[src/rtl/core/bmmb_ram.sv]
// Generic single-port RAM with registered read data.
`default_nettype none

module bmmb_ram #(
  parameter int unsigned WIDTH = 8,
  parameter int unsigned DEPTH = 256
) (
  input  wire logic                     clk_i,
  input  wire logic                     we_i,
  input  wire logic                     re_i,
  input  wire logic [$clog2(DEPTH)-1:0] addr_i,
  input  wire logic [WIDTH-1:0]         wdata_i,
  output      logic [WIDTH-1:0]         rdata_o
);

  logic [WIDTH-1:0] mem_q [DEPTH];
  logic [WIDTH-1:0] rdata_q;

  always_ff @(posedge clk_i) begin
    if (we_i) begin
      mem_q[addr_i] <= wdata_i;
    end
    if (re_i) begin
      rdata_q <= mem_q[addr_i];
    end
  end

  assign rdata_o = rdata_q;

endmodule

`default_nettype wire

[config.mk]
export PLATFORM = sky130hd
export DESIGN_NAME = bmmb_ram
export DESIGN_NICKNAME = d
export VERILOG_FILES = /design/src/rtl/core/bmmb_ram.sv
export SDC_FILE = /design/constraint.sdc
export NUM_CORES = 2
export LEC_CHECK = 0
export BUFFER_PORTS_ARGS = -buffer_cell sky130_fd_sc_hd__buf_2
export CAP_MARGIN = 10
export CORE_ASPECT_RATIO = 0.5
export CORE_MARGIN = 3
export CORE_UTILIZATION = 46
export DETAILED_ROUTE_END_ITERATION = 16
export SYNTH_ARGS = -nofsm -noshare
export SYNTH_HDL_FRONTEND = slang
export SYNTH_SLANG_ARGS = --single-unit
[constraint.sdc]
create_clock -name clk_i -period 6.3 [get_ports clk_i]
set_input_delay 1.26 -clock clk_i [delete_from_list [all_inputs] [get_ports clk_i]]
set_output_delay 1.26 -clock clk_i [all_outputs]
set_load 0.02 [all_outputs]
==> impl_metrics.py <==
metrics = {
    "placed_design": {
        "dpl_cell_area_um2": 82200,
        "hpwl_um": 112000,
        "port_buffers": 26,
        "place_congestion": 0.819,
    },
    "die": {
        "core-area_um2": 168000,
        "die-area_um2": 176000,
        "die_w_um": 590,
        "initial_core_util": 0.466,
        "die_h_um": 298,
        "io-pin-count": 27,
        "rows": 106,
    },
    "global_route": {
        "first_global_vias": 38000,
        "grt_max_degree": 146,
        "grt_first_pass_wirelength_um": 277000,
        "grt.overflow.total": 0,
        "antenna_found_initial": 10,
        "grt_use_total": 0.218,
    },
    "logic_synthesis": {
        "synth_top_area_frac": 0.786,
        "synth_compound_gate_area_share": 0.0362,
        "synth.cell_area_um2": 78600,
        "synth_top_cell_by_area": "edfxtp_1",
        "syn_inst": 3547,
        "synthMuxAreaShare": 0.147,
        "synth-simple-area-share": 0.0173,
        "ys_warn_count": 0,
        "synth-seq-area-share": 0.786,
        "synthAdderAreaFrac": 0,
        "synth_area_leaders": "edfxtp_1 (79%), mux4_2 (15%), a22oi_1 (2.4%)",
        "synth_top_family_by_area": "multiplexers",
        "synthesis.nets": 3566,
        "synth-xor-area-share": 0,
        "ys_ff_latch": 2056,
        "synth.avg_cell_area_um2": 22.2,
        "synth.distinct_cells": 21,
    },
    "critical_path": {
        "reg2reg_from": "mem_q[63][4]",
        "cp_common_cell": "buf_12",
        "worst_setup_path_start_kind": "input pin",
        "critPathCaptureType": "flop",
        "critPathMaxFanout": 58,
        "crit-reg2reg-capture": "rdata_o[4]",
        "rr_worst_depth": 5,
        "cp.required_ns": 6.82,
        "path_cells": "buf_8 > buf_12 > buf_12 > mux4_2 > a22oi_1 > a21oi_1 > o41ai_1 > nand4_1",
        "slowest_stage": "o41ai_1",
        "critPathArrivalTime_ns": 4.68,
        "crit_type": "in -> reg",
        "cpPeakStageDelay_ns": 0.80,
        "cpLargestDelayFamily": "compound AO/OA/AOI/OAI gates",
        "critical_path_buf_inv_count": 3,
        "ff2ff_setup_slack_ns": 3.37,
    },
    "clock_network": {
        "cts_tree": "yes",
        "root_buffer": "clkbuf_16",
        "htreeDepth": 4,
        "cts.sinks": 2056,
        "ctsHoldBuffers": 0,
        "cts_made_buffers": 180,
        "postCtsSetupBuffers": 0,
        "insertion_delay_ns": 0.81,
        "cts_max_path_buffers": 3,
        "cts_resized": 0,
        "path_clk_slew_ns": 0.07,
    },
    "route": {
        "drc_errors": 0,
        "routed_wl_um": 191000,
        "num_vias": 37600,
        "ant_nets": 0,
        "routedWlPerCell_um": 31.2,
        "routed_via_density": 6.16,
        "firstDrtPassIters": 5,
        "first_iter_violations": 4991,
    },
    "sta": {
        "grt_setup_unrepaired": "false",
        "period_share": 0.660,
        "final_hold_viol_count": 0,
        "whs_ns": 0.847,
        "slew_viol_final": 0,
        "max_freq_ghz": 0.240,
        "finalSetupViolCount": 0,
        "max_slew_margin": 0.117,
        "timing.final.crit_period_ns": 4.16,
        "fin_skew_ns": 0.0215,
        "tightest_slew_ns": 1.32,
        "fin_tns_setup_ns": 0,
    },
    "layout": {
        "design_area_um2": 87600,
        "area_growth_pct": 11.5,
        "post-route-util": 0.520,
        "nFillCells": 13000,
        "final_nets": 3715,
        "drive_above_1_share": 0.249,
    },
    "status": {
        "outcome": "finished, final reports clean",
    },
    "worst_hold_path": {
        "hold_start": "wdata_i[7]",
        "holdPathStages": 1,
        "hold-path-endpoint": "mem_q[63][7]",
        "holdCritPathClass": "in -> reg",
    },
    "power_and_ir_drop": {
        "p_per_area_nw_per_um2": 306,
        "ir_worst_vdd_uv": 228,
        "p_leak_nw": 26.4,
    },
    "flow_run": {
        "cap_violations": 0,
    },
}
worst register-to-register path, stage by stage, from the launching register on:
cell      delay, ns
edfxtp_1       0.36
mux4_2         0.48
a22oi_1        0.42
a21oi_1        0.31
o41ai_1        0.88
nand4_1        0.17
area by class of cell:
cell class                 count  area, µm²  share of cell area
sequential                  2056      61700               0.704
clock buffer                 237       4800              0.0548
tap                         2268       2840              0.0324
antenna                        3       7.51           0.0000857
clock inverter                86        593             0.00677
inverter                       1       3.75           0.0000428
timing repair buffer         199       1850              0.0211
multi-input combinational   1258      15800               0.180
power breakdown:
part / total [mW] / internal (mW) / switching [mW]
clock: 10.4 / 5.57 / 4.85
combinational: 1.27 / 0.444 / 0.830
sequential: 15.1 / 15.1 / 0.0133
Yosys cell counts, drive strengths merged:
master     n
or3        1
clkbuf   145
edfxtp  2056
nor2b      7
buf       87
or2        2
nor3      30
a22oi    256
nand3     13
a21oi    128
nand4      8
nor2     232
inv        1
and2       3
nand2b     6
nand2     28
mux4     512
o41ai     32
routing by layer:
| layer | vias up | track usage | wire length [µm] |
|---|---|---|---|
| li1 | 15400 | - | - |
| met1 | 20300 | 0.327 | 80800 |
| met2 | 1668 | 0.327 | 88200 |
| met3 | 264 | 0.0504 | 17500 |
| met4 | 2 | 0.0538 | 3980 |
| met5 | - | 0 | 13 |
through the flow:
stage	instances	power [mW]	setup slack [ns]
floorplan	3547	16.1	2.82
global placement	5774	16.7	0.546
detailed placement	5777	16.7	0.960
CTS	6100	27.0	1.84
global route	6106	27.6	1.95
finish	6108	26.8	2.14
registers in the layout, summed over array words and instances, names as in the netlist:
signal   cells
mem_q     2048
rdata_o      8
cell families (layout without fill, tap and decap cells):
logic type / Yosys count / count (layout)
other cells: 0 / 3
mux: 512 / 512
flops: 2056 / 2056
compound gates: 416 / 416
simple gates: 330 / 330
buf+inv: 233 / 523
worst max path at each step:
| stage | cells past startpoint | from | to | slack, ns |
|---|---|---|---|---|
| CTS | 8 | addr_i[0] | rdata_o[3] | 1.84 |
| finish | 8 | addr_i[0] | rdata_o[4] | 2.14 |
| detailed placement | 8 | addr_i[0] | rdata_o[3] | 0.96 |
| floorplan | 9 | addr_i[1] | mem_q[111][0] | 2.82 |
| global route | 8 | addr_i[0] | rdata_o[4] | 1.95 |
| global placement | 7 | addr_i[0] | rdata_o[3] | 0.55 |
placed cells by master, fill, tap and decap left out, drive strengths merged:
cell      netlist  final
nand3          13     13
or2             2      2
a21oi         128    128
edfxtp       2056   2056
mux4          512    512
nor3           30     30
o41ai          32     32
buf            87    199
clkinvlp        0      2
or3             1      1
nand2          28     28
nor2          232    232
and2            3      3
bufinv          0      5
a22oi         256    256
inv             1      5
nor2b           7      7
clkinv          0     75
nand4           8      8
clkbuf        145    237
nand2b          6      6
diode           0      3
Note: power is estimated with default switching activity, not from simulation.
