File: src/rtl/core/bmmb_pkg.sv
// Shared types and constants for the banked memory map bus.
`default_nettype none

package bmmb_pkg;

  localparam int unsigned VRAM_BANK_BYTES = 8192;
  localparam int unsigned WRAM_BANK_BYTES = 4096;
  localparam int unsigned VRAM_BANKS      = 2;
  localparam int unsigned WRAM_BANKS      = 8;

  localparam int unsigned VRAM_DEPTH = VRAM_BANKS * VRAM_BANK_BYTES;
  localparam int unsigned WRAM_DEPTH = WRAM_BANKS * WRAM_BANK_BYTES;
  localparam int unsigned OAM_DEPTH  = 160;
  localparam int unsigned IO_DEPTH   = 128;
  localparam int unsigned HRAM_DEPTH = 127;

  localparam int unsigned VRAM_OFS_W = $clog2(VRAM_BANK_BYTES);
  localparam int unsigned WRAM_OFS_W = $clog2(WRAM_BANK_BYTES);
  localparam int unsigned VBANK_W    = $clog2(VRAM_BANKS);
  localparam int unsigned WBANK_W    = $clog2(WRAM_BANKS);
  localparam int unsigned VRAM_AW    = $clog2(VRAM_DEPTH);
  localparam int unsigned WRAM_AW    = $clog2(WRAM_DEPTH);
  localparam int unsigned OAM_AW     = $clog2(OAM_DEPTH);
  localparam int unsigned IO_AW      = $clog2(IO_DEPTH);
  localparam int unsigned HRAM_AW    = $clog2(HRAM_DEPTH);
  // The clear sweep covers the deepest store.
  localparam int unsigned CLR_AW     = WRAM_AW;

  localparam logic [7:0] UNUSED_READ    = 8'hFF;
  localparam logic [7:0] VBK_READ_MASK  = 8'hFE;
  localparam logic [7:0] SVBK_READ_MASK = 8'hF8;
  localparam logic [WBANK_W-1:0] WBANK_RESET = WBANK_W'(1);

  typedef enum logic {
    FUNC_READ  = 1'b0,
    FUNC_WRITE = 1'b1
  } bmmb_func_e;

  typedef enum logic [3:0] {
    RGN_CART,
    RGN_VRAM,
    RGN_WRAM,
    RGN_OAM,
    RGN_UNUSED,
    RGN_IF,
    RGN_VBK,
    RGN_SVBK,
    RGN_IO,
    RGN_HRAM,
    RGN_IE
  } bmmb_region_e;

  typedef struct packed {
    logic [0:0]  func;
    logic [15:0] address;
    logic [7:0]  write_data;
    logic [7:0]  cart_read_data;
  } bmmb_in_t;

  typedef struct packed {
    logic [7:0]  read_data;
    logic [0:0]  cart_access;
    logic [0:0]  cart_write_strobe;
    logic [15:0] cart_address;
    logic [7:0]  cart_write_data;
  } bmmb_out_t;

  typedef struct packed {
    bmmb_region_e        region;
    logic [VRAM_AW-1:0]  vram_idx;
    logic [WRAM_AW-1:0]  wram_idx;
    logic [OAM_AW-1:0]   oam_idx;
    logic [IO_AW-1:0]    io_idx;
    logic [HRAM_AW-1:0]  hram_idx;
  } bmmb_dec_t;

  typedef struct packed {
    logic              busy;
    logic [CLR_AW-1:0] addr;
  } bmmb_clr_t;

  typedef struct packed {
    logic         is_write;
    bmmb_region_e region;
    logic [7:0]   imm_data;
    logic         cart_access;
    logic         cart_write_strobe;
    logic [15:0]  cart_address;
    logic [7:0]   cart_write_data;
  } bmmb_s1_t;

endpackage

`default_nettype wire

File: src/rtl/core/bmmb_decode.sv
// Address decoder: region and per-store index for one bus address.
`default_nettype none

module bmmb_decode (
  input  wire logic [15:0]                  address_i,
  input  wire logic [bmmb_pkg::VBANK_W-1:0] vbank_i,
  input  wire logic [bmmb_pkg::WBANK_W-1:0] wbank_i,
  output      bmmb_pkg::bmmb_dec_t          dec_o
);

  logic [bmmb_pkg::WBANK_W-1:0] wbank_eff;

  // Echo region folds onto work RAM by ignoring bit 13; bit 12 picks the
  // switchable half.
  assign wbank_eff = address_i[bmmb_pkg::WRAM_OFS_W] ? wbank_i : '0;

  always_comb begin
    if (address_i inside {[16'h0000:16'h7FFF], [16'hA000:16'hBFFF]}) begin
      dec_o.region = bmmb_pkg::RGN_CART;
    end else if (address_i inside {[16'h8000:16'h9FFF]}) begin
      dec_o.region = bmmb_pkg::RGN_VRAM;
    end else if (address_i inside {[16'hC000:16'hFDFF]}) begin
      dec_o.region = bmmb_pkg::RGN_WRAM;
    end else if (address_i inside {[16'hFE00:16'hFE9F]}) begin
      dec_o.region = bmmb_pkg::RGN_OAM;
    end else if (address_i inside {[16'hFEA0:16'hFEFF]}) begin
      dec_o.region = bmmb_pkg::RGN_UNUSED;
    end else if (address_i == 16'hFF0F) begin
      dec_o.region = bmmb_pkg::RGN_IF;
    end else if (address_i == 16'hFF4F) begin
      dec_o.region = bmmb_pkg::RGN_VBK;
    end else if (address_i == 16'hFF70) begin
      dec_o.region = bmmb_pkg::RGN_SVBK;
    end else if (address_i inside {[16'hFF00:16'hFF7F]}) begin
      dec_o.region = bmmb_pkg::RGN_IO;
    end else if (address_i inside {[16'hFF80:16'hFFFE]}) begin
      dec_o.region = bmmb_pkg::RGN_HRAM;
    end else begin
      dec_o.region = bmmb_pkg::RGN_IE;
    end

    dec_o.vram_idx = {vbank_i, address_i[bmmb_pkg::VRAM_OFS_W-1:0]};
    dec_o.wram_idx = {wbank_eff, address_i[bmmb_pkg::WRAM_OFS_W-1:0]};
    dec_o.oam_idx  = address_i[bmmb_pkg::OAM_AW-1:0];
    dec_o.io_idx   = address_i[bmmb_pkg::IO_AW-1:0];
    dec_o.hram_idx = address_i[bmmb_pkg::HRAM_AW-1:0];
  end

endmodule

`default_nettype wire

File: config.mk
export PLATFORM = sky130hd
export DESIGN_NAME = bmmb_decode
export DESIGN_NICKNAME = d
export VERILOG_FILES = /design/src/rtl/core/bmmb_pkg.sv /design/src/rtl/core/bmmb_decode.sv
export SDC_FILE = /design/constraint.sdc
export NUM_CORES = 1
export LEC_CHECK = 0
export ABC_CLOCK_PERIOD_IN_PS = 1900
export BUFFER_PORTS_ARGS = -buffer_cell sky130_fd_sc_hd__buf_2
export CAP_MARGIN = 20
export CORE_UTILIZATION = 33
export DETAILED_ROUTE_END_ITERATION = 16
export PLACE_DENSITY = 0.84
export SLEW_MARGIN = 0
export SYNTH_ARGS = -nofsm -noshare
export SYNTH_HDL_FRONTEND = slang
export SYNTH_SLANG_ARGS = --single-unit
export TNS_END_PERCENT = 30
File: constraint.sdc
create_clock -name vclk -period 1.9
set_input_delay 0.38 -clock vclk [all_inputs]
set_output_delay 0.38 -clock vclk [all_outputs]
set_load 0.1 [all_outputs]
==> impl_metrics.toml <==
[grt]
grt_max_degree = 9
overflow = 0
track_usage_pct = 14.38
grt_pass1_wl_um = 2132
first_global_vias = 545
antenna_found_initial = 0

[finish]
instances_no_fill = 137
final_common_cell = "buf_2"
design_area_sq_um = 863.3
diodes = 0
drive_gt1_share_pct = 82.64
area.sequential_sq_um = 0
layout_common_cells = "buf_2, buf_4, buf_12"
clkbuf_count = 0
flops_and_latches = 0
area_growth_pct = 50.65
nFillCells = 138
finalNetCount = 143

[pwr]
p_int_mw = 0.08913
p_sw_share_pct = 84.61
total_power_mw = 0.5791
p_sw_mw = 0.4900
ir_drop_uv = 294.4
clockPowerShare_pct = 0
combPwrFrac_pct = 100.0
leakagePower_nw = 0.4768
p_per_area_nw_per_um2 = 670.8
seqPwrFrac_pct = 0

[placement]
placed_area_sq_um = 833.3
hpwl_um = 1309
dp.cells = 137
portBuffers = 73
dp_slack_ps = -378.5
gp_congestion = 0.7537

[worst_hold_path]
hold_depth = 0
hold_class = "input port to output pin"
worstHoldStart = "vbank_i"
worstHoldEndpoint = "dec_o[50]"

[sta]
finalCriticalPeriod_ps = 2195
finalMaxSlewViolations = 0
max_slew.worst_pin.slew_ps = 490.1
setup_viol = 4
final_hold_viol_count = 0
fin_crit_sh_pct = 115.5
relSlewSlack_pct = 67.55
setup_tns_ps = -860.7
rsz0062_at_grt = "true"
fmax_ghz = 0.4556
finalWorstSetupSlack_ps = -294.9

[detailed_routing]
drc_errors = 6
viasPerCell = 4.679
vias = 641
wl_per_cell_um = 10.61
drtPass1Iterations = 9
drt_iter0_markers = 9
drt_wl_total_um = 1453
antenna_left = 0

[worst_setup_path]
crit_chain = "buf_2 > buf_4 > inv_1 > or3_1 > buf_4 > a32oi_1 > nand3b_1 > buf_12"
path_class = "input port to output pin"
required_ps = 1520
path_buf_inv = 5
path_common_cell = "buf_4"
cp-start-kind = "input port"
crit_path_end_kind = "output pin"
crit_path_top_delay_cell = "or3_1"
arrival_ps = 1810
cp_slowest_stage_delay_ps = 390
crit_family = "buffers and inverters"
crit_fanout = 6

[die]
pin_count = 75
core-area_sq_um = 1559
die-area_sq_um = 1907
die_h_um = 43.67
num_rows = 14
die_x_um = 43.67
start_util_pct = 36.76

[clock_tree]
cts_hold_buffers = 0

[status]
violations = "design-rule violations, negative setup slack"
outcome = "finished, violations left"

[synth]
ys_warn_count = 0
ys_seq_area_share_pct = 0
ys_types = 20
synth_nets = 98
netlist_instances = 78
syn-cell-area_sq_um = 573.1
synth.avg_cell_area_sq_um = 7.347

[run]
cap_violations = 0
[cells in the mapped netlist (2+ instances only)]
| library cell | count | area, sq um |
|---|---|---|
| nor4_1 | 2 | 12.51 |
| nand4_1 | 2 | 12.51 |
| or3_1 | 3 | 18.77 |
| nand3_1 | 2 | 10.01 |
| inv_1 | 2 | 7.510 |
| and2_1 | 3 | 18.77 |
| nor2_1 | 3 | 11.26 |
| buf_4 | 48 | 360.4 |
| or2_1 | 2 | 12.51 |
[worst max path at each step]
stage	from	to	slack, ps	depth (start not counted)
finish	address_i[7]	dec_o[51]	-290	8
global route	address_i[7]	dec_o[51]	-370	8
CTS	address_i[7]	dec_o[52]	-290	6
detailed placement	address_i[7]	dec_o[51]	-380	6
global placement	address_i[7]	dec_o[51]	-330	6
floorplan	address_i[5]	dec_o[52]	-780	4
[final cells by class]
cell class / count / area, sq um / share of cell area (%)
inverter: 2 / 7.507 / 0.8696
timing repair buffer: 91 / 564.3 / 65.36
multi-input combinational: 28 / 271.5 / 31.45
tap: 16 / 20.02 / 2.319
[power groups by stage]
stage / sequential (mW) / combinational [mW] / clock, mW
floorplan: 0 / 0.537 / 0
global placement: 0 / 0.573 / 0
detailed placement: 0 / 0.577 / 0
CTS: 0 / 0.580 / 0
global route: 0 / 0.592 / 0
finish: 0 / 0.579 / 0
[stage by stage]
stage                     util [%]  hold slack (ps)
final                        55.38            760.0
after global routing         55.38            760.2
after CTS                    55.14            761.2
after detailed placement     53.45            761.2
after global placement       53.45            761.2
after floorplan                  -            937.6
[cells by family (layout without fill, tap and decap cells)]
kind of cell,after synthesis,after routing,synth area share [%]
AOI/OAI and AO/OA,6,6,12.67
and+or+nand+nor,22,22,23.14
buffers and inverters,50,93,64.19
[per-layer routing]
layer / wire (um) / vias to the layer above / GRT usage [%]
li1: - / 304 / -
met1: 463 / 286 / 13.07
met2: 805 / 49 / 33.13
met3: 162 / 2 / 0.4167
met4: 22 / 0 / 2.500
met5: 0 / - / 0
[repair_timing]
item / CTS / global route
endpoints found under the setup margin: 4 / 4
pin swaps: 2 / 0
buffers inserted: 0 / 0
resized for setup: 5 / 1
No activity file was read; power rests on OpenSTA's default activity.
