===== config.mk =====
export PLATFORM = sky130hd
export DESIGN_NAME = bmmb_clear
export DESIGN_NICKNAME = d
export VERILOG_FILES = /design/src/rtl/core/bmmb_pkg.sv /design/src/rtl/core/bmmb_clear.sv
export SDC_FILE = /design/constraint.sdc
export NUM_CORES = 1
export LEC_CHECK = 0
export BUFFER_PORTS_ARGS = -buffer_cell sky130_fd_sc_hd__clkbuf_2
export CAP_MARGIN = 20
export CORE_AREA = 8 8 47 49
export CTS_CLUSTER_SIZE = 40
export DETAILED_ROUTE_END_ITERATION = 16
export DIE_AREA = 0 0 55 57
export GPL_ROUTABILITY_DRIVEN = 0
export PLACE_DENSITY = 0.75
export SLEW_MARGIN = 20
export SYNTH_ARGS = -nofsm -noshare
export SYNTH_HDL_FRONTEND = slang
export SYNTH_SLANG_ARGS = --single-unit

===== constraint.sdc =====
create_clock -name clk_i -period 2.9 [get_ports clk_i]
set_clock_uncertainty 0.1 [all_clocks]
set_input_delay 0.435 -clock clk_i [delete_from_list [all_inputs] [get_ports clk_i]]
set_output_delay 0.435 -clock clk_i [all_outputs]
set_load 0.1 [all_outputs]

===== src/rtl/core/bmmb_pkg.sv =====
// Shared types and constants for the banked memory map bus.
`default_nettype none

package bmmb_pkg;

  localparam int unsigned VRAM_BANK_BYTES = 8192;
  localparam int unsigned WRAM_BANK_BYTES = 4096;
  localparam int unsigned VRAM_BANKS      = 2;
  localparam int unsigned WRAM_BANKS      = 8;

  localparam int unsigned VRAM_DEPTH = VRAM_BANKS * VRAM_BANK_BYTES;
  localparam int unsigned WRAM_DEPTH = WRAM_BANKS * WRAM_BANK_BYTES;
  localparam int unsigned OAM_DEPTH  = 160;
  localparam int unsigned IO_DEPTH   = 128;
  localparam int unsigned HRAM_DEPTH = 127;

  localparam int unsigned VRAM_OFS_W = $clog2(VRAM_BANK_BYTES);
  localparam int unsigned WRAM_OFS_W = $clog2(WRAM_BANK_BYTES);
  localparam int unsigned VBANK_W    = $clog2(VRAM_BANKS);
  localparam int unsigned WBANK_W    = $clog2(WRAM_BANKS);
  localparam int unsigned VRAM_AW    = $clog2(VRAM_DEPTH);
  localparam int unsigned WRAM_AW    = $clog2(WRAM_DEPTH);
  localparam int unsigned OAM_AW     = $clog2(OAM_DEPTH);
  localparam int unsigned IO_AW      = $clog2(IO_DEPTH);
  localparam int unsigned HRAM_AW    = $clog2(HRAM_DEPTH);
  // The clear sweep covers the deepest store.
  localparam int unsigned CLR_AW     = WRAM_AW;

  localparam logic [7:0] UNUSED_READ    = 8'hFF;
  localparam logic [7:0] VBK_READ_MASK  = 8'hFE;
  localparam logic [7:0] SVBK_READ_MASK = 8'hF8;
  localparam logic [WBANK_W-1:0] WBANK_RESET = WBANK_W'(1);

  typedef enum logic {
    FUNC_READ  = 1'b0,
    FUNC_WRITE = 1'b1
  } bmmb_func_e;

  typedef enum logic [3:0] {
    RGN_CART,
    RGN_VRAM,
    RGN_WRAM,
    RGN_OAM,
    RGN_UNUSED,
    RGN_IF,
    RGN_VBK,
    RGN_SVBK,
    RGN_IO,
    RGN_HRAM,
    RGN_IE
  } bmmb_region_e;

  typedef struct packed {
    logic [0:0]  func;
    logic [15:0] address;
    logic [7:0]  write_data;
    logic [7:0]  cart_read_data;
  } bmmb_in_t;

  typedef struct packed {
    logic [7:0]  read_data;
    logic [0:0]  cart_access;
    logic [0:0]  cart_write_strobe;
    logic [15:0] cart_address;
    logic [7:0]  cart_write_data;
  } bmmb_out_t;

  typedef struct packed {
    bmmb_region_e        region;
    logic [VRAM_AW-1:0]  vram_idx;
    logic [WRAM_AW-1:0]  wram_idx;
    logic [OAM_AW-1:0]   oam_idx;
    logic [IO_AW-1:0]    io_idx;
    logic [HRAM_AW-1:0]  hram_idx;
  } bmmb_dec_t;

  typedef struct packed {
    logic              busy;
    logic [CLR_AW-1:0] addr;
  } bmmb_clr_t;

  typedef struct packed {
    logic         is_write;
    bmmb_region_e region;
    logic [7:0]   imm_data;
    logic         cart_access;
    logic         cart_write_strobe;
    logic [15:0]  cart_address;
    logic [7:0]   cart_write_data;
  } bmmb_s1_t;

endpackage

`default_nettype wire


===== src/rtl/core/bmmb_clear.sv =====
// Post-reset sweep that zeroes every RAM store, one address per cycle.
`default_nettype none

module bmmb_clear (
  input  wire logic          clk_i,
  input  wire logic          rst_ni,
  output      bmmb_pkg::bmmb_clr_t clr_o
);

  logic                        busy_q, busy_d;
  logic [bmmb_pkg::CLR_AW-1:0] addr_q, addr_d;

  always_comb begin
    busy_d = busy_q;
    addr_d = addr_q;
    if (busy_q) begin
      addr_d = addr_q + bmmb_pkg::CLR_AW'(1);
      if (&addr_q) begin
        busy_d = 1'b0;
      end
    end
  end

  always_ff @(posedge clk_i or negedge rst_ni) begin
    if (!rst_ni) begin
      busy_q <= 1'b1;
      addr_q <= '0;
    end else begin
      busy_q <= busy_d;
      addr_q <= addr_d;
    end
  end

  assign clr_o.busy = busy_q;
  assign clr_o.addr = addr_q;

endmodule

`default_nettype wire


==> metrics.yaml, run 1 <==
outcome: "complete, no violations"
synth_seq_cells: 16
first_iter_violations: 9
p_per_area_nw_per_um2: 404.5
crit_fanout: 9
setup_slack_ns: 0.9732
fmax_mhz: 519.0
syn_area_um2: 730.7
postCtsSetupRepairBufs: 0
grt_max_degree: 17
grt_setup_unrepaired: "no"
rr_startpoint: "busy_q"
die_y_um: 57
syn_area_per_cell_um2: 11.98
yosysWarnings: 0
required_ns: 2.37
h-tree-depth: 1
crit_chain: "clkbuf_2"
cp.depth: 1
grt.total_usage_pct: 10.50
rows: 15
port_buffers: 17
drc_errors: 0
ir_drop_uv: 241.0
finalSetupViolCount: 0
die_w_um: 55
hp-class: "reg2reg"
crit_path_end: "clr_o[15]"
final-max-slew-violation-count: 0
drt-vias-per-instance: 5.265
end_kind: "output pin"
setup_tns_ns: 0
clock_latency_ns: 0.28
cts_root_buf: "clkbuf_4"
post-route-min-period_ns: 1.927
totalWireLength_um: 1447
cp-startpoint: "busy_q"
clk_pin_slew_ns: 0.08
cp-start-kind: "flip-flop"
syn-num-nets: 64
area_growth_pct: 17.81
clk_path_buf_depth: 2
p_leak_nw: 0.4630
postRouteAntennaNets: 0
core_area_um2: 1577
hpwl_um: 1063
routedWlPerCell_um: 14.77
tightest_slew_ns: 0.5515
rrSetupSlack_ns: 1.38
first_global_vias: 523
crit_buf_inv: 1
ys_seq_area_share_pct: 54.97
drv_cap: 0
num_antenna_cells: 0
slowest_delay_ns: 0.63
initial_utilization_pct: 46.35
drive_gt1_share_pct: 32.10
grt_pass1_wl_um: 2415
worst_path_max_delay_cell: "dfstp_2"
io_pins: 18
nNetsFinal: 85
cts_tree: "built"
hold_viol: 0
antenna_found_initial: 0
critical_path.top_delay_family: "flip-flops"
clock-sinks: 16
dr.pass1.iters: 4
ys_types: 18
path_class: "reg2out"
rr_worst_depth: 3
num-fill-cells: 144
dieArea_um2: 3135
rr_endpoint: "addr_q[13]"
hold_path.startpoint: "addr_q[14]"
syn_inst: 61
cts_inserted_buffers: 3
slew_headroom_pct: 63.39
worstPathArrival_ns: 1.39
place_ws_ns: 1.270
fin_crit_sh_pct: 66.44
vias: 516
overflow: 0
[layout make-up]
type                            count  area, um2  share of cell area (%)
Clock buffer                        4      26.28                   3.052
Inverter                            1      3.754                  0.4360
Multi-Input combinational cell     42      312.8                   36.34
Sequential cell                    16      401.6                   46.66
Tap cell                           17      21.27                   2.471
Timing Repair Buffer               18      95.09                   11.05
[metrics by stage]
step / power [mW] / cell area (um2) / utilization, % / hold WS, ns / instances
global placement: 0.2321 / 824.5 / 52.30 / 0.2717 / 93
global route: 0.3668 / 860.8 / 54.60 / 0.4234 / 98
detailed placement: 0.2323 / 824.5 / 52.30 / 0.2779 / 93
finish: 0.3482 / 860.8 / 54.60 / 0.4064 / 98
CTS: 0.3539 / 860.8 / 54.60 / 0.4052 / 98
floorplan: 0.2274 / 730.7 / - / 0.03941 / 61
[cells by family (layout without fill, tap and decap cells)]
family / count (synthesis) / count (layout) / share of synthesized area [%]
xor+xnor: 14 / 14 / 16.78
simple gates: 25 / 25 / 21.23
buf+inv: 3 / 23 / 2.225
compound gates: 1 / 1 / 1.541
mux: 1 / 1 / 1.541
flops: 16 / 16 / 54.97
fa+ha+maj: 1 / 1 / 1.712
[timing repair]
action                    4_1_cts  5_1_grt
hold endpoints to repair       15        0
hold buffers                    1        0
gates resized for setup         0        0
[cells in the mapped netlist]
cell type  count  share of area [%]
inv_1          1               0.51
nand3_1        2                1.4
o41a_1         1                1.5
nand2_1        5                2.6
nor4_1         2                1.7
mux2_2         1                1.5
nand4_1        6                5.1
xor2_1        10                 12
nor3_1         3                2.1
nand4_2        2                3.4
dfrtp_1       15                 51
buf_4          1                1.0
dfstp_2        1                3.6
ha_1           1                1.7
nor4_2         2                3.4
buf_2          1               0.68
xnor2_1        4                4.8
nor2_1         3                1.5
[layer usage]
| metal | vias up | share of wire (%) | GRT usage [%] |
|---|---|---|---|
| li1 | 257 | - | - |
| met1 | 240 | 41 | 12.17 |
| met2 | 15 | 48 | 15.40 |
| met3 | 4 | 6.8 | 2.857 |
| met4 | 0 | 3.8 | 8.247 |
| met5 | - | 0 | 0 |
[where the power goes]
group / total, mW / internal (mW) / switching [mW]
registers: 0.223 / 0.223 / 0
clock network: 0.120 / 0.0534 / 0.0662
logic: 0.00563 / 0.00134 / 0.00429
[layout by cell type, fill, tap and decap left out]
master / netlist / final
inv_1: 1 / 1
dfstp_2: 1 / 1
xor2_1: 10 / 10
nor3_1: 3 / 3
o41a_1: 1 / 1
nand4_1: 6 / 6
dlygate4sd3_1: 0 / 1
nor2_1: 3 / 3
nor4_1: 2 / 2
xnor2_1: 4 / 4
nand2_1: 5 / 5
dfrtp_1: 15 / 15
clkbuf_2: 0 / 17
mux2_2: 1 / 1
nor4_2: 2 / 2
nand4_2: 2 / 2
nand3_1: 2 / 2
clkbuf_4: 0 / 3
ha_1: 1 / 1
clkbuf_1: 0 / 1
[state kept, by name, summed over array words and instances (netlist names)]
signal / flops
busy_q: 1
addr_q: 15
[worst min-delay path by stage]
stage	slack [ns]	to	cells past startpoint
floorplan	0.04	addr_q[0]	0
global placement	0.27	addr_q[0]	1
detailed placement	0.28	addr_q[0]	1
CTS	0.41	addr_q[14]	1
global route	0.42	addr_q[14]	1
finish	0.41	addr_q[14]	1
No activity file was read; power rests on OpenSTA's default activity.
==> inputs of run 2 (changes only) <==
CORE_AREA = 8 8 48 50   (was 8 8 47 49)
DIE_AREA = 0 0 56 58   (was 0 0 55 57)
PLACE_DENSITY = 0.71   (was 0.75)
clock period = 1.8 ns   (was 2.9 ns; I/O delays follow)
==> run 2 against run 1 <==
Count of clock-buffer cells in the layout stayed put. Total power is 62% higher. Critical path type unchanged. Flip-flop and latch count stayed put. First-iteration DRC count is 56% lower. Core utilization is 0.18 points lower. Clock power is 64% higher. Cell area is 2.0% higher. Sequential share of layout area is 0.78 points higher. Global-route usage is 0.33 points lower. Wire length is 3.1% higher.
==> metrics.yaml, run 2 (synthesis results as in run 1) <==
outcome: "complete, no violations"
cp-start-kind: "flip-flop"
reg_top3: "addr_q: 15 flops, busy_q: 1 flops"
end_kind: "output pin"
rr_worst_depth: 3
multi_input_area_um2: 312.8
port_buffers: 17
cp.depth: 1
rows: 15
cts_inserted_buffers: 3
slew_headroom_pct: 63.55
ir_drop_uv: 370.4
largest_reg_flops: 15
totalWireLength_um: 1492
clock-sinks: 16
grt.total_usage_pct: 10.17
hp-class: "in2async"
slowest_delay_ns: 0.63
postCtsSetupRepairBufs: 0
core_area_um2: 1614
crit_fanout: 9
post-route-min-period_ns: 1.604
whs_ns: 0.3377
grt_pass1_wl_um: 2670
drc_errors: 0
p_per_area_nw_per_um2: 643.8
rrSetupSlack_ns: 0.29
drive_gt1_share_pct: 46.91
postRouteAntennaNets: 0
clk_pin_slew_ns: 0.09
antenna_found_initial: 0
hold_viol: 0
routedWlPerCell_um: 15.22
drt-vias-per-instance: 5.541
fmax_mhz: 623.3
crit_buf_inv: 1
initial_utilization_pct: 45.27
worstPathArrival_ns: 1.23
regMostFlops: "addr_q"
overflow: 0
clk_path_buf_depth: 2
path_class: "reg2out"
first_iter_violations: 4
cts_tree: "built"
dieArea_um2: 3248
critical_path.top_delay_family: "flip-flops"
final_common_cell: "clkbuf_2"
clock_latency_ns: 0.29
setup_tns_ns: 0
nNetsFinal: 85
worst_path_max_delay_cell: "dfstp_2"
final-max-slew-violation-count: 0
first_global_vias: 588
grt_max_degree: 17
io_pins: 18
h-tree-depth: 1
crit_chain: "buf_4"
num-fill-cells: 158
grt_setup_unrepaired: "no"
drv_cap: 0
hpwl_um: 1155
layout_common_cells: "16 x clkbuf_2, 12 x dfrtp_2, 10 x xor2_1, 6 x nand4_1, 5 x nand2_1"
final-seq-area_um2: 416.7
p_leak_nw: 0.4437
cts_root_buf: "clkbuf_4"
die_y_um: 58
finalSetupViolCount: 0
tightest_slew_ns: 0.5491
required_ns: 1.43
dr.pass1.iters: 4
area_growth_pct: 20.21
fin_crit_sh_pct: 89.14
die_w_um: 56
vias: 543
num_antenna_cells: 0
## run 2: report_power, final
group | internal [mW] | total (mW) | switching, mW
logic | 0.00218 | 0.00900 | 0.00682
clock network | 0.0862 | 0.197 | 0.111
registers | 0.359 | 0.359 | 0
## run 2: final timing paths
kind | start | endpoint
max in group asynchronous | rst_ni | busy_q
worst min-delay path | rst_ni | addr_q[12]
min in group clk_i | addr_q[14] | addr_q[14]
worst max register to register | busy_q | addr_q[13]
worst max-delay path | busy_q | clr_o[15]
worst min register to register | addr_q[14] | addr_q[14]
## run 2: cell type report
cell class,count,area share [%]
repair buffers,18,11.11
inverters,1,0.4274
clock buffers,4,2.991
well taps,17,2.422
flip-flops and latches,16,47.44
multi-input cells,42,35.61
## run 2: worst reg2reg max path, cell delays in order, from the launching register on
cell and delay [ns]:
dfstp_2 0.63, nand4_2 0.20, nor4_2 0.33, xor2_1 0.18
## run 2: repair_timing
item,CTS,global route
hold endpoints to repair,15,0
resized for setup,0,0
hold buffers,1,0
## run 2: stage by stage
step           power, mW  instances  setup WS, ns  utilization [%]  cell area (um2)
5_1_grt           0.5894         98        0.1390            54.42            878.3
4_1_cts           0.5668         98        0.1957            54.42            878.3
6_report          0.5654         98        0.1955            54.42            878.3
2_1_floorplan     0.3662         61       0.08599                -            745.7
3_3_place_gp      0.3740         93        0.3706            52.17            842.1
3_5_place_dp      0.3741         93        0.2894            52.17            842.1
## run 2: metal layers
metal | global-route usage [%] | vias up | part of all wire [%]
li1 | - | 254 | -
met1 | 11.11 | 269 | 41
met2 | 16.64 | 15 | 51
met3 | 2.620 | 5 | 5.0
met4 | 7.560 | 0 | 2.9
met5 | 0 | - | 0
==> inputs of run 3 (changes only) <==
CORE_AREA = 8 8 47 49   (was 8 8 48 50)
DIE_AREA = 0 0 55 57   (was 0 0 56 58)
PLACE_DENSITY = 0.75   (was 0.71)
clock period = 2 ns   (was 1.8 ns; I/O delays follow)
==> run 3 against run 2 <==
Total power fell by 3.4%. Largest cell class unchanged. Critical path depth did not move. Critical path type unchanged. Cell area fell by 0.57%. Cell count is the same. Clock power increased by 9%. Via count down 0.92%. Core utilization rose by 0.98 points.
==> metrics.yaml, run 3 (synthesis results as in run 1) <==
grt_pass1_wl_um: 2539
p_per_area_nw_per_um2: 625.6
grt.total_usage_pct: 10.68
rr_startpoint: "busy_q"
post-route-min-period_ns: 1.806
first_global_vias: 553
clk_path_buf_depth: 2
finalSetupViolCount: 0
layout_common_cells: "17 x clkbuf_2, 13 x dfrtp_1, 10 x xor2_1, 6 x nand4_1, 5 x nand2_1"
dieArea_um2: 3135
totalWireLength_um: 1459
setup_tns_ns: 0
nNetsFinal: 85
fmax_mhz: 553.8
core_area_um2: 1577
die_w_um: 55
end_kind: "output pin"
cts_inserted_buffers: 3
final-max-slew-violation-count: 0
path_class: "reg2out"
overflow: 0
final_common_cell: "clkbuf_2"
clock-sinks: 16
initial_utilization_pct: 46.35
h-tree-depth: 1
hpwl_um: 1101
drive_gt1_share_pct: 35.80
ir_drop_uv: 310.0
cts_tree: "built"
num_antenna_cells: 0
tightest_slew_ns: 0.5449
critical_path.top_delay_family: "flip-flops"
place_area_um2: 827.0
die_y_um: 57
largest_reg_flops: 15
io_pins: 18
dr.pass1.iters: 5
cts_root_buf: "clkbuf_4"
drt-vias-per-instance: 5.490
cts_resized: 0
reg_top3: "addr_q: 15 flops, busy_q: 1 flops"
crit_chain: "clkbuf_2"
grt_max_degree: 17
antenna_found_initial: 0
rows: 15
final_area_um2: 873.3
final-seq-area_um2: 404.1
cp-start-kind: "flip-flop"
rr_endpoint: "addr_q[13]"
required_ns: 1.60
clock_latency_ns: 0.29
worst_path_max_delay_cell: "dfstp_2"
slew_headroom_pct: 63.83
area_growth_pct: 19.52
clk_pin_slew_ns: 0.09
hold_viol: 0
crit_fanout: 9
vias: 538
grt_setup_unrepaired: "no"
fin_crit_sh_pct: 90.29
crit_buf_inv: 1
rr_worst_depth: 3
drv_cap: 0
routedWlPerCell_um: 14.89
postRouteAntennaNets: 0
port_buffers: 17
regMostFlops: "addr_q"
hp-class: "in2async"
multi_input_area_um2: 312.8
num-fill-cells: 147
outcome: "complete, no violations"
first_iter_violations: 8
worstPathArrival_ns: 1.41
p_leak_nw: 0.4657
slowest_delay_ns: 0.63
rrSetupSlack_ns: 0.51
drc_errors: 0
## run 3: cell count changes in the layout (fill, tap and decap cells not counted)
cell	change
clkbuf_8	+1
clkbuf_1	-1
buf_4	-1
clkbuf_2	+1
dfrtp_1	+10
dfrtp_2	-10
## run 3: how the worst max path moves through the flow
stage | start | endpoint | slack (ns) | depth (start not counted)
CTS | busy_q | clr_o[15] | 0.18 | 1
global placement | busy_q | clr_o[15] | 0.52 | 1
finish | busy_q | clr_o[15] | 0.19 | 1
global route | busy_q | clr_o[15] | 0.15 | 1
floorplan | addr_q[2] | addr_q[13] | 0.02 | 3
detailed placement | busy_q | clr_o[15] | 0.51 | 1
## run 3: final cells by class
class,instances,share of cell area [%]
clock buffer,4,4.155
inverter,1,0.4298
multi-input combinational,42,35.82
sequential,16,46.28
tap,17,2.436
timing repair buffer,18,10.89
## run 3: per-stage QoR
| step | power [mW] | setup WS [ns] | hold WS [ns] | utilization (%) | cells |
|---|---|---|---|---|---|
| 2_1_floorplan | 0.3297 | 0.02209 | -0.09559 | - | 61 |
| 3_3_place_gp | 0.3365 | 0.5180 | 0.1359 | 52.46 | 93 |
| 4_1_cts | 0.5525 | 0.1793 | 0.3539 | 55.40 | 98 |
| 3_5_place_dp | 0.3367 | 0.5060 | 0.1397 | 52.46 | 93 |
| 6_report | 0.5464 | 0.1942 | 0.3594 | 55.40 | 98 |
| 5_1_grt | 0.5650 | 0.1515 | 0.3985 | 55.40 | 98 |
## run 3: metal layers
layer	vias up	share of wire (%)	track usage [%]
met5	-	0	0
met4	0	3.6	7.216
met3	5	6.5	2.338
met2	20	46	15.24
met1	252	44	13.65
li1	261	-	-
## run 3: power breakdown
part | switching (mW) | leakage [nW] | internal [mW]
Combinational | 0.00634 | 0.228 | 0.00195
Clock | 0.104 | 0.0210 | 0.111
Sequential | 0 | 0.217 | 0.323
## run 3: timing repair
| item | in CTS | in global routing |
|---|---|---|
| buffers inserted | 0 | 0 |
| endpoints found under the setup margin | 0 | 0 |
| hold buffers | 1 | 0 |
| hold endpoints to repair | 15 | 0 |
